File: src/sv/b64e_pkg.sv
// b64e_pkg: shared types, constants and the alphabet lookup of the base64 encoder
// used by every module of the encoder; depends on nothing

package b64e_pkg;

   localparam int BYTE_W  = 8;
   localparam int CHAR_W  = 7;
   localparam int GROUP_W = 3 * BYTE_W;
   localparam int SEXT_W  = 6;

   localparam logic [CHAR_W-1:0] PAD_CHAR = 7'd61;

   // character slot inside a group, most significant slice first
   typedef enum logic [1:0] {
      SLOT_0 = 2'd0,
      SLOT_1 = 2'd1,
      SLOT_2 = 2'd2,
      SLOT_3 = 2'd3
   } slot_type;

   // one gathered group, as handed from the front to the back
   typedef struct packed {
      logic [GROUP_W-1:0] bits;   // first byte in the top bits
      logic [1:0]         have;   // bytes carried, 1..3
      logic               last;   // group ends the message
   } group_type;

   // standard alphabet: A-Z, a-z, 0-9, '+', '/'
   function automatic logic [CHAR_W-1:0] sext_to_char(input logic [SEXT_W-1:0] sext);
      logic [CHAR_W-1:0] code;
      if (sext < 6'd26) begin
         code = 7'd65 + {1'b0, sext};
      end else if (sext < 6'd52) begin
         code = 7'd71 + {1'b0, sext};
      end else if (sext < 6'd62) begin
         code = {1'b0, sext} - 7'd4;
      end else if (sext == 6'd62) begin
         code = 7'd43;
      end else begin
         code = 7'd47;
      end
      return code;
   endfunction

endpackage

File: src/sv/b64e_front.sv
// b64e_front: takes raw bytes and gathers them into groups of up to three
// depends on b64e_pkg

module b64e_front (
   input  logic                     clock,
   input  logic                     reset,
   input  logic                     byte_valid,
   output logic                     byte_ready,
   input  logic [b64e_pkg::BYTE_W-1:0] byte_data,
   input  logic                     byte_last,
   output logic                     push,
   output b64e_pkg::group_type      push_group,
   input  logic                     queue_full
);

   logic [2*b64e_pkg::BYTE_W-1:0] held_bytes_ff, held_bytes_in;
   logic [1:0]                    held_count_ff, held_count_in;
   logic                          take;
   logic                          flush;

   assign byte_ready = !queue_full;
   assign take       = byte_valid && byte_ready;
   assign flush      = (held_count_ff == 2'd2) || byte_last;
   assign push       = take && flush;

   always_comb begin
      push_group      = '0;
      push_group.last = byte_last;
      held_bytes_in   = held_bytes_ff;
      held_count_in   = held_count_ff;
      unique case (held_count_ff)
         2'd0: begin
            push_group.bits = {byte_data, 16'h0000};
            push_group.have = 2'd1;
         end
         2'd1: begin
            push_group.bits = {held_bytes_ff[15:8], byte_data, 8'h00};
            push_group.have = 2'd2;
         end
         default: begin
            push_group.bits = {held_bytes_ff, byte_data};
            push_group.have = 2'd3;
         end
      endcase
      if (take) begin
         if (flush) begin
            held_bytes_in = '0;
            held_count_in = 2'd0;
         end else begin
            held_bytes_in = push_group.bits[23:8];
            held_count_in = push_group.have;
         end
      end
   end

   always_ff @(posedge clock) begin
      if (reset) begin
         held_bytes_ff <= '0;
         held_count_ff <= 2'd0;
      end else begin
         held_bytes_ff <= held_bytes_in;
         held_count_ff <= held_count_in;
      end
   end

   held_count_range: assert property (@(posedge clock) disable iff (reset)
      held_count_ff != 2'd3)
      else $error("held byte count out of range");

   no_push_when_full: assert property (@(posedge clock) disable iff (reset)
      queue_full |-> !push)
      else $error("group pushed into a full queue");

   held_clear_after_flush: assert property (@(posedge clock) disable iff (reset)
      push |=> (held_count_ff == 2'd0) && (held_bytes_ff == '0))
      else $error("held bytes not cleared after a flush");

endmodule

File: src/sv/b64e_queue.sv
// b64e_queue: short register queue of gathered groups between front and back
// depends on b64e_pkg

module b64e_queue #(
   parameter int DEPTH = 2
) (
   input  logic                clock,
   input  logic                reset,
   input  logic                push,
   input  b64e_pkg::group_type push_group,
   output logic                full,
   input  logic                pop,
   output logic                not_empty,
   output b64e_pkg::group_type pop_group
);

   localparam int PTR_W = (DEPTH > 1) ? $clog2(DEPTH) : 1;
   localparam int CNT_W = $clog2(DEPTH + 1);
   localparam logic [PTR_W-1:0] LAST_PTR = PTR_W'(DEPTH - 1);
   localparam logic [CNT_W-1:0] FULL_CNT = CNT_W'(DEPTH);

   b64e_pkg::group_type entry_ff [DEPTH];
   logic [PTR_W-1:0] wr_ptr_ff, wr_ptr_in;
   logic [PTR_W-1:0] rd_ptr_ff, rd_ptr_in;
   logic [CNT_W-1:0] count_ff, count_in;

   assign full      = (count_ff == FULL_CNT);
   assign not_empty = (count_ff != '0);
   assign pop_group = entry_ff[rd_ptr_ff];

   always_comb begin
      wr_ptr_in = wr_ptr_ff;
      rd_ptr_in = rd_ptr_ff;
      count_in  = count_ff;
      if (push) begin
         wr_ptr_in = (wr_ptr_ff == LAST_PTR) ? '0 : wr_ptr_ff + 1'b1;
      end
      if (pop) begin
         rd_ptr_in = (rd_ptr_ff == LAST_PTR) ? '0 : rd_ptr_ff + 1'b1;
      end
      if (push && !pop) begin
         count_in = count_ff + 1'b1;
      end else if (pop && !push) begin
         count_in = count_ff - 1'b1;
      end
   end

   always_ff @(posedge clock) begin
      if (reset) begin
         wr_ptr_ff <= '0;
         rd_ptr_ff <= '0;
         count_ff  <= '0;
      end else begin
         wr_ptr_ff <= wr_ptr_in;
         rd_ptr_ff <= rd_ptr_in;
         count_ff  <= count_in;
      end
   end

   always_ff @(posedge clock) begin
      if (push) begin
         entry_ff[wr_ptr_ff] <= push_group;
      end
   end

   count_bound: assert property (@(posedge clock) disable iff (reset)
      count_ff <= FULL_CNT)
      else $error("queue count beyond depth");

   no_pop_when_empty: assert property (@(posedge clock) disable iff (reset)
      pop |-> not_empty)
      else $error("pop from an empty queue");

   pointers_match_when_empty: assert property (@(posedge clock) disable iff (reset)
      (count_ff == '0) |-> (wr_ptr_ff == rd_ptr_ff))
      else $error("queue pointers differ while empty");

endmodule

File: src/sv/b64e_back.sv
// b64e_back: turns one group into four characters, one per cycle unless char_ready stalls the output, with padding
// depends on b64e_pkg

module b64e_back (
   input  logic                        clock,
   input  logic                        reset,
   input  logic                        group_valid,
   input  b64e_pkg::group_type         group_in,
   output logic                        pop,
   output logic                        char_valid,
   input  logic                        char_ready,
   output logic [b64e_pkg::CHAR_W-1:0] char_code,
   output logic                        char_last
);

   b64e_pkg::group_type              cur_ff, cur_in;
   b64e_pkg::slot_type               slot_ff, slot_in;
   logic                             busy_ff, busy_in;
   logic                             out_valid_ff, out_valid_in;
   logic [b64e_pkg::CHAR_W-1:0]      out_char_ff, out_char_in;
   logic                             out_last_ff, out_last_in;
   logic                             load;
   logic [b64e_pkg::SEXT_W-1:0]      sext;
   logic                             pad;

   assign load = busy_ff && (!out_valid_ff || char_ready);
   assign pop  = group_valid && (!busy_ff || (load && slot_ff == b64e_pkg::SLOT_3));

   always_comb begin
      unique case (slot_ff)
         b64e_pkg::SLOT_0: sext = cur_ff.bits[23:18];
         b64e_pkg::SLOT_1: sext = cur_ff.bits[17:12];
         b64e_pkg::SLOT_2: sext = cur_ff.bits[11:6];
         b64e_pkg::SLOT_3: sext = cur_ff.bits[5:0];
         default:          sext = cur_ff.bits[5:0];
      endcase
      // slots beyond the bytes carried are padding
      pad = ({1'b0, slot_ff} > {1'b0, cur_ff.have});
   end

   always_comb begin
      cur_in       = cur_ff;
      slot_in      = slot_ff;
      busy_in      = busy_ff;
      out_valid_in = out_valid_ff;
      out_char_in  = out_char_ff;
      out_last_in  = out_last_ff;
      if (load) begin
         out_valid_in = 1'b1;
         out_char_in  = pad ? b64e_pkg::PAD_CHAR : b64e_pkg::sext_to_char(sext);
         out_last_in  = cur_ff.last && (slot_ff == b64e_pkg::SLOT_3);
         slot_in      = b64e_pkg::slot_type'(slot_ff + 2'd1);
         if (slot_ff == b64e_pkg::SLOT_3) begin
            busy_in = 1'b0;
         end
      end else if (char_ready) begin
         out_valid_in = 1'b0;
      end
      if (pop) begin
         cur_in  = group_in;
         slot_in = b64e_pkg::SLOT_0;
         busy_in = 1'b1;
      end
   end

   always_ff @(posedge clock) begin
      if (reset) begin
         slot_ff      <= b64e_pkg::SLOT_0;
         busy_ff      <= 1'b0;
         out_valid_ff <= 1'b0;
      end else begin
         slot_ff      <= slot_in;
         busy_ff      <= busy_in;
         out_valid_ff <= out_valid_in;
      end
   end

   always_ff @(posedge clock) begin
      cur_ff      <= cur_in;
      out_char_ff <= out_char_in;
      out_last_ff <= out_last_in;
   end

   assign char_valid = out_valid_ff;
   assign char_code  = out_char_ff;
   assign char_last  = out_last_ff;

   idle_slot_zero: assert property (@(posedge clock) disable iff (reset)
      !busy_ff |-> (slot_ff == b64e_pkg::SLOT_0))
      else $error("slot counter not parked while idle");

   busy_group_nonempty: assert property (@(posedge clock) disable iff (reset)
      busy_ff |-> (cur_ff.have != 2'd0))
      else $error("group under way carries no bytes");

   pad_never_first: assert property (@(posedge clock) disable iff (reset)
      (load && (slot_ff == b64e_pkg::SLOT_0 || slot_ff == b64e_pkg::SLOT_1)) |-> !pad)
      else $error("padding in a slot that always holds data");

endmodule

File: src/sv/base64_stream_encoder_core.sv
// base64_stream_encoder_core: top level of the base64 stream encoder
// depends on b64e_pkg, b64e_front, b64e_queue, b64e_back
//
//  channel   dir  handshake          payload
//  req_      in   tvalid / tready    tdata[7:0] data_byte, tlast last_byte
//  rsp_      out  tvalid / tready    tdata[6:0] out_char (bit 7 zero), tlast last_char
//
// the front takes a byte in any cycle the group queue has room; every third byte,
// or a byte with tlast, closes a group and pushes it into the queue
// the back emits one character per cycle from a registered output stage unless rsp_tready
// stalls it, so each group of up to three bytes leaves as four characters
// a closed group goes through a queue entry, then the back's group register and output register
// reset is synchronous and clears held bytes, queue pointers and the output valid
// a stall on rsp_ fills the queue, after which req_tready drops

module base64_stream_encoder_core #(
   parameter int QUEUE_DEPTH = 2
) (
   input  logic       clock,
   input  logic       reset,
   input  logic       req_tvalid,
   output logic       req_tready,
   input  logic [7:0] req_tdata,    // [7:0] data_byte
   input  logic       req_tlast,    // last_byte
   output logic       rsp_tvalid,
   input  logic       rsp_tready,
   output logic [7:0] rsp_tdata,    // [6:0] out_char, [7] zero
   output logic       rsp_tlast     // last_char
);

   // group hand-over between front and queue
   logic                push;
   b64e_pkg::group_type push_group;
   logic                queue_full;

   // group hand-over between queue and back
   logic                pop;
   logic                queue_not_empty;
   b64e_pkg::group_type pop_group;

   logic [b64e_pkg::CHAR_W-1:0] char_code;

   b64e_front u_front (
      .clock      (clock),
      .reset      (reset),
      .byte_valid (req_tvalid),
      .byte_ready (req_tready),
      .byte_data  (req_tdata),
      .byte_last  (req_tlast),
      .push       (push),
      .push_group (push_group),
      .queue_full (queue_full)
   );

   // QUEUE_DEPTH groups of slack, two by default, so front and back stall independently
   b64e_queue #(
      .DEPTH (QUEUE_DEPTH)
   ) u_queue (
      .clock      (clock),
      .reset      (reset),
      .push       (push),
      .push_group (push_group),
      .full       (queue_full),
      .pop        (pop),
      .not_empty  (queue_not_empty),
      .pop_group  (pop_group)
   );

   b64e_back u_back (
      .clock       (clock),
      .reset       (reset),
      .group_valid (queue_not_empty),
      .group_in    (pop_group),
      .pop         (pop),
      .char_valid  (rsp_tvalid),
      .char_ready  (rsp_tready),
      .char_code   (char_code),
      .char_last   (rsp_tlast)
   );

   // ascii fits in seven bits, top bit of the byte stays zero
   assign rsp_tdata = {1'b0, char_code};

endmodule
File: config.mk
export PLATFORM = sky130hd
export DESIGN_NAME = base64_stream_encoder_core
export DESIGN_NICKNAME = d
export VERILOG_FILES = /design/src/sv/b64e_pkg.sv /design/src/sv/b64e_front.sv /design/src/sv/b64e_queue.sv /design/src/sv/b64e_back.sv /design/src/sv/base64_stream_encoder_core.sv
export SDC_FILE = /design/constraint.sdc
export NUM_CORES = 1
export LEC_CHECK = 0
export BUFFER_PORTS_ARGS = -buffer_cell sky130_fd_sc_hd__buf_2
export CORE_ASPECT_RATIO = 0.9
export CORE_MARGIN = 2
export CORE_UTILIZATION = 61
export DETAILED_ROUTE_END_ITERATION = 12
export GPL_TIMING_DRIVEN = 0
export PLACE_DENSITY_LB_ADDON = 0.12
export SLEW_MARGIN = 25
export SYNTH_ARGS = -nofsm -noshare
export SYNTH_HDL_FRONTEND = slang
export SYNTH_HIERARCHICAL = 1
export SYNTH_SLANG_ARGS = --single-unit
File: constraint.sdc
create_clock -name clock -period 5.02 [get_ports clock]
set_input_delay 0.753 -clock clock [delete_from_list [all_inputs] [get_ports clock]]
set_output_delay 0.753 -clock clock [all_outputs]
set_load 0.01 [all_outputs]
==> flow_metrics.py <==
metrics = {
    "worst_setup_path": {
        "reg2reg_to": "u_back/char_code[2]",
        "cp_num_cells": 11,
        "crit_family": "buffers and inverters",
        "r2r_cells": 11,
        "cp_max_fo": 10,
        "r2r-start": "u_back/slot_ff[0]",
        "path_class": "reg2reg",
        "crit_top_cell": "ha_1",
        "crit_slowest_cell": "mux2i_1",
        "max_stage_delay_ps": 390,
        "critPathCaptureType": "flop",
        "path_cells": "inv_1 -> ha_1 -> a222oi_1 -> mux2i_1 -> buf_2 -> ha_1 -> clkbuf_1 -> and3_1 -> nand3_1 -> a21boi_0 -> o311ai_1",
        "crit_buf_inv": 3,
        "cp.required_ps": 5220,
        "critPathArrivalTime_ps": 3330,
        "startpoint_type": "flop",
        "rrSetupSlack_ps": 1890,
    },
    "placement": {
        "post-place-cells": 478,
        "hpwl_mm": 5.75,
        "gp_congestion": 0.829,
        "numPortBuffers": 22,
    },
    "synthesis": {
        "synth_flop_cell": "edfxtp_1",
        "yosysSeqAreaShare": 0.647,
        "synth_fa_ha_area_frac": 0.0252,
        "synth_edf_count": 89,
        "muxShareOfSynthArea": 0.0854,
        "synth_area_um2": 4970,
        "synthSimpleGateAreaFrac": 0.0798,
        "synth_top_family_by_area": "compound AO/OA/AOI/OAI gates",
        "async_flop_share": 0,
        "synth-xor-area-share": 0.0106,
        "yosys.cell_types.count": 51,
        "synth_compound_area_frac": 0.113,
        "ys_warn_count": 6,
        "netlist_instances": 355,
        "ys_ff_latch": 116,
        "synth_nets": 378,
        "syn_avg_cell_area_um2": 14.0,
    },
    "grt": {
        "overflow": 0,
        "grt_pass1_wl_mm": 13.9,
        "use_met2": 0.349,
        "top_usage_layer": "met2",
        "grt_max_degree": 28,
        "first_global_vias": 2748,
        "grtUsageMet3": 0.0658,
        "grt_util_met1": 0.272,
        "antenna_found_initial": 0,
        "grt.total_usage": 0.213,
    },
    "detailed_routing": {
        "detail_route.wl_per_cell_um": 17.9,
        "initialDrtViolationCount": 271,
        "via_per_inst": 5.80,
        "dr.pass1.iters": 7,
        "via_count": 2959,
        "drc": 0,
        "routed_wl_mm": 9.12,
        "detail-route-antenna-nets": 0,
    },
    "sta": {
        "rsz0062_at_grt": "false",
        "whs_ps": 469,
        "maxSlewViolCount": 0,
        "finalHoldViolations": 0,
        "clock.fmax_mhz": 320,
        "period_needed_ps": 3130,
        "fin_crit_sh": 0.623,
        "max_slew_margin": 0.522,
        "tightest_slew_ps": 717,
        "skew_ps": 8.22,
        "setup_viol_count_final": 0,
    },
    "clock_tree": {
        "clock_tree.buffer_depth": 2,
        "root_buffer": "clkbuf_8",
        "insertion_delay_ps": 500,
        "cts_tree": "yes",
        "ctsHoldBuffers": 0,
        "clkTransAtPathRegs_ps": 50,
        "h-tree-depth": 4,
        "numCtsBuffers": 17,
        "numClockSinks": 116,
        "cts_setup_buffers": 0,
        "cts_resized": 0,
    },
    "hold_path": {
        "whs_endpoint": "u_front/held_bytes_ff[15]",
        "whs_path_depth": 1,
        "hold_path.startpoint": "u_front/held_bytes_ff[15]",
        "hold_path.class": "reg2reg",
    },
    "pwr": {
        "leakagePower_nw": 2.22,
        "ir_worst_vdd_uv": 312,
        "p_per_area_nw_per_um2": 622,
    },
    "floorplan": {
        "ios": 24,
        "die_w_um": 99.1,
        "rows": 31,
        "start_util": 0.622,
        "core-area_um2": 7990,
        "die_y_um": 89.6,
        "die_area_um2": 8880,
    },
    "finish": {
        "finalNetCount": 421,
        "mostFrequentLayoutCells": "edfxtp_1 (89), mux2_2 (35), buf_2 (27), dfxtp_1 (27), inv_1 (22)",
        "drive_above_1_share": 0.282,
        "area_growth_syn_to_layout_pct": 18.0,
        "layout_commonest_cell": "edfxtp_1",
        "finalNonFillerCells": 510,
        "n_antenna_cell": 0,
    },
    "flow_run": {
        "cap_violations": 0,
    },
    "outcome": {
        "outcome": "finished clean",
    },
}
[report_power, final]
part / switching (mW) / total (mW) / internal (mW)
sequential: 0.0579 / 1.35 / 1.29
combinational: 0.633 / 1.08 / 0.445
clock: 0.393 / 1.22 / 0.827
[sequential cells by signal (all words and copies together) (netlist names), 2 cells and up, named ones only]
name / cells
u_front/held_bytes_ff: 16
u_back/char_code: 7
u_back/slot_ff: 2
u_back/cur_ff: 27
u_front/held_count_ff: 2
u_queue/count_ff: 2
u_queue/entry_ff: 54
[metal layers]
layer | wire length [µm] | up-vias
met1 | 4180 | 1440
met4 | 110 | 0
li1 | - | 1411
met3 | 416 | 14
met5 | 0 | -
met2 | 4420 | 94
[logic make-up (layout without fill, tap and decap cells)]
| group | count (synthesis) | count (layout) |
|---|---|---|
| XOR/XNOR | 6 | 6 |
| AO/OA/AOI/OAI | 77 | 77 |
| AND/OR/NAND/NOR | 69 | 69 |
| multiplexers | 38 | 38 |
| other | 1 | 1 |
| buffers and inverters | 38 | 94 |
| flip-flops | 116 | 116 |
| adder cells (fa/ha/maj) | 10 | 10 |
[metrics by stage]
step	utilization	setup TNS, ps	instance area, µm²	power (mW)	setup slack [ps]
after floorplan	-	0	4970	2.16	734
after global placement	0.651	-610	5200	2.39	-415
after detailed placement	0.658	0	5260	2.42	1980
after CTS	0.734	0	5860	3.66	1960
after global routing	0.734	0	5860	3.82	1660
final	0.734	0	5860	3.65	1890
[layout make-up]
type                    instances  area [µm²]
plain buffers                  14         103
clock buffers                  22         453
clock inverters                10         154
fillers                       485        2130
inverters                      24        90.1
multi-input cells             201        1580
flip-flops and latches        116        3210
well taps                      99         124
repair buffers                 24         145
[worst max-delay path by stage]
stage / slack (ps) / endpoint / startpoint
6_report: 1890 / u_back/char_code[2] / u_back/slot_ff[0]
5_1_grt: 1660 / u_back/char_code[1] / u_back/slot_ff[0]
4_1_cts: 1960 / u_back/char_code[1] / u_back/slot_ff[0]
3_5_place_dp: 1980 / u_back/char_code[1] / u_back/slot_ff[0]
3_3_place_gp: -410 / u_queue/count_ff[1] / rsp_tready
2_1_floorplan: 730 / u_queue/count_ff[1] / rsp_tready
[worst reg2reg max path, stage by stage (launching register included)]
cell	delay, ps
dfxtp_1	330
inv_1	140
ha_1	330
a222oi_1	180
mux2i_1	390
buf_2	310
ha_1	180
clkbuf_1	300
and3_1	230
nand3_1	80
a21boi_0	210
o311ai_1	150
[synthesized netlist by cell type, types with 3 or more instances]
| library cell | count | area, µm² |
|---|---|---|
| mux2i_1 | 3 | 30.0 |
| a21oi_1 | 21 | 105 |
| buf_6 | 3 | 33.8 |
| ha_1 | 10 | 125 |
| buf_4 | 3 | 22.5 |
| a22oi_1 | 10 | 75.1 |
| mux2_2 | 35 | 394 |
| inv_1 | 22 | 82.6 |
| buf_2 | 5 | 25.0 |
| nor2b_1 | 7 | 43.8 |
| o2bb2ai_1 | 8 | 70.1 |
| edfxtp_1 | 89 | 2670 |
| a22oi_2 | 4 | 50.1 |
| nand2b_1 | 3 | 18.8 |
| a22o_1 | 10 | 87.6 |
| nand2_1 | 10 | 37.5 |
| nor2_1 | 16 | 60.1 |
| or3_1 | 4 | 25.0 |
| dfxtp_1 | 27 | 541 |
| o21ai_0 | 8 | 40.0 |
| xnor2_1 | 4 | 35.0 |
| and2_1 | 12 | 75.1 |
No activity file was read; power rests on OpenSTA's default activity.
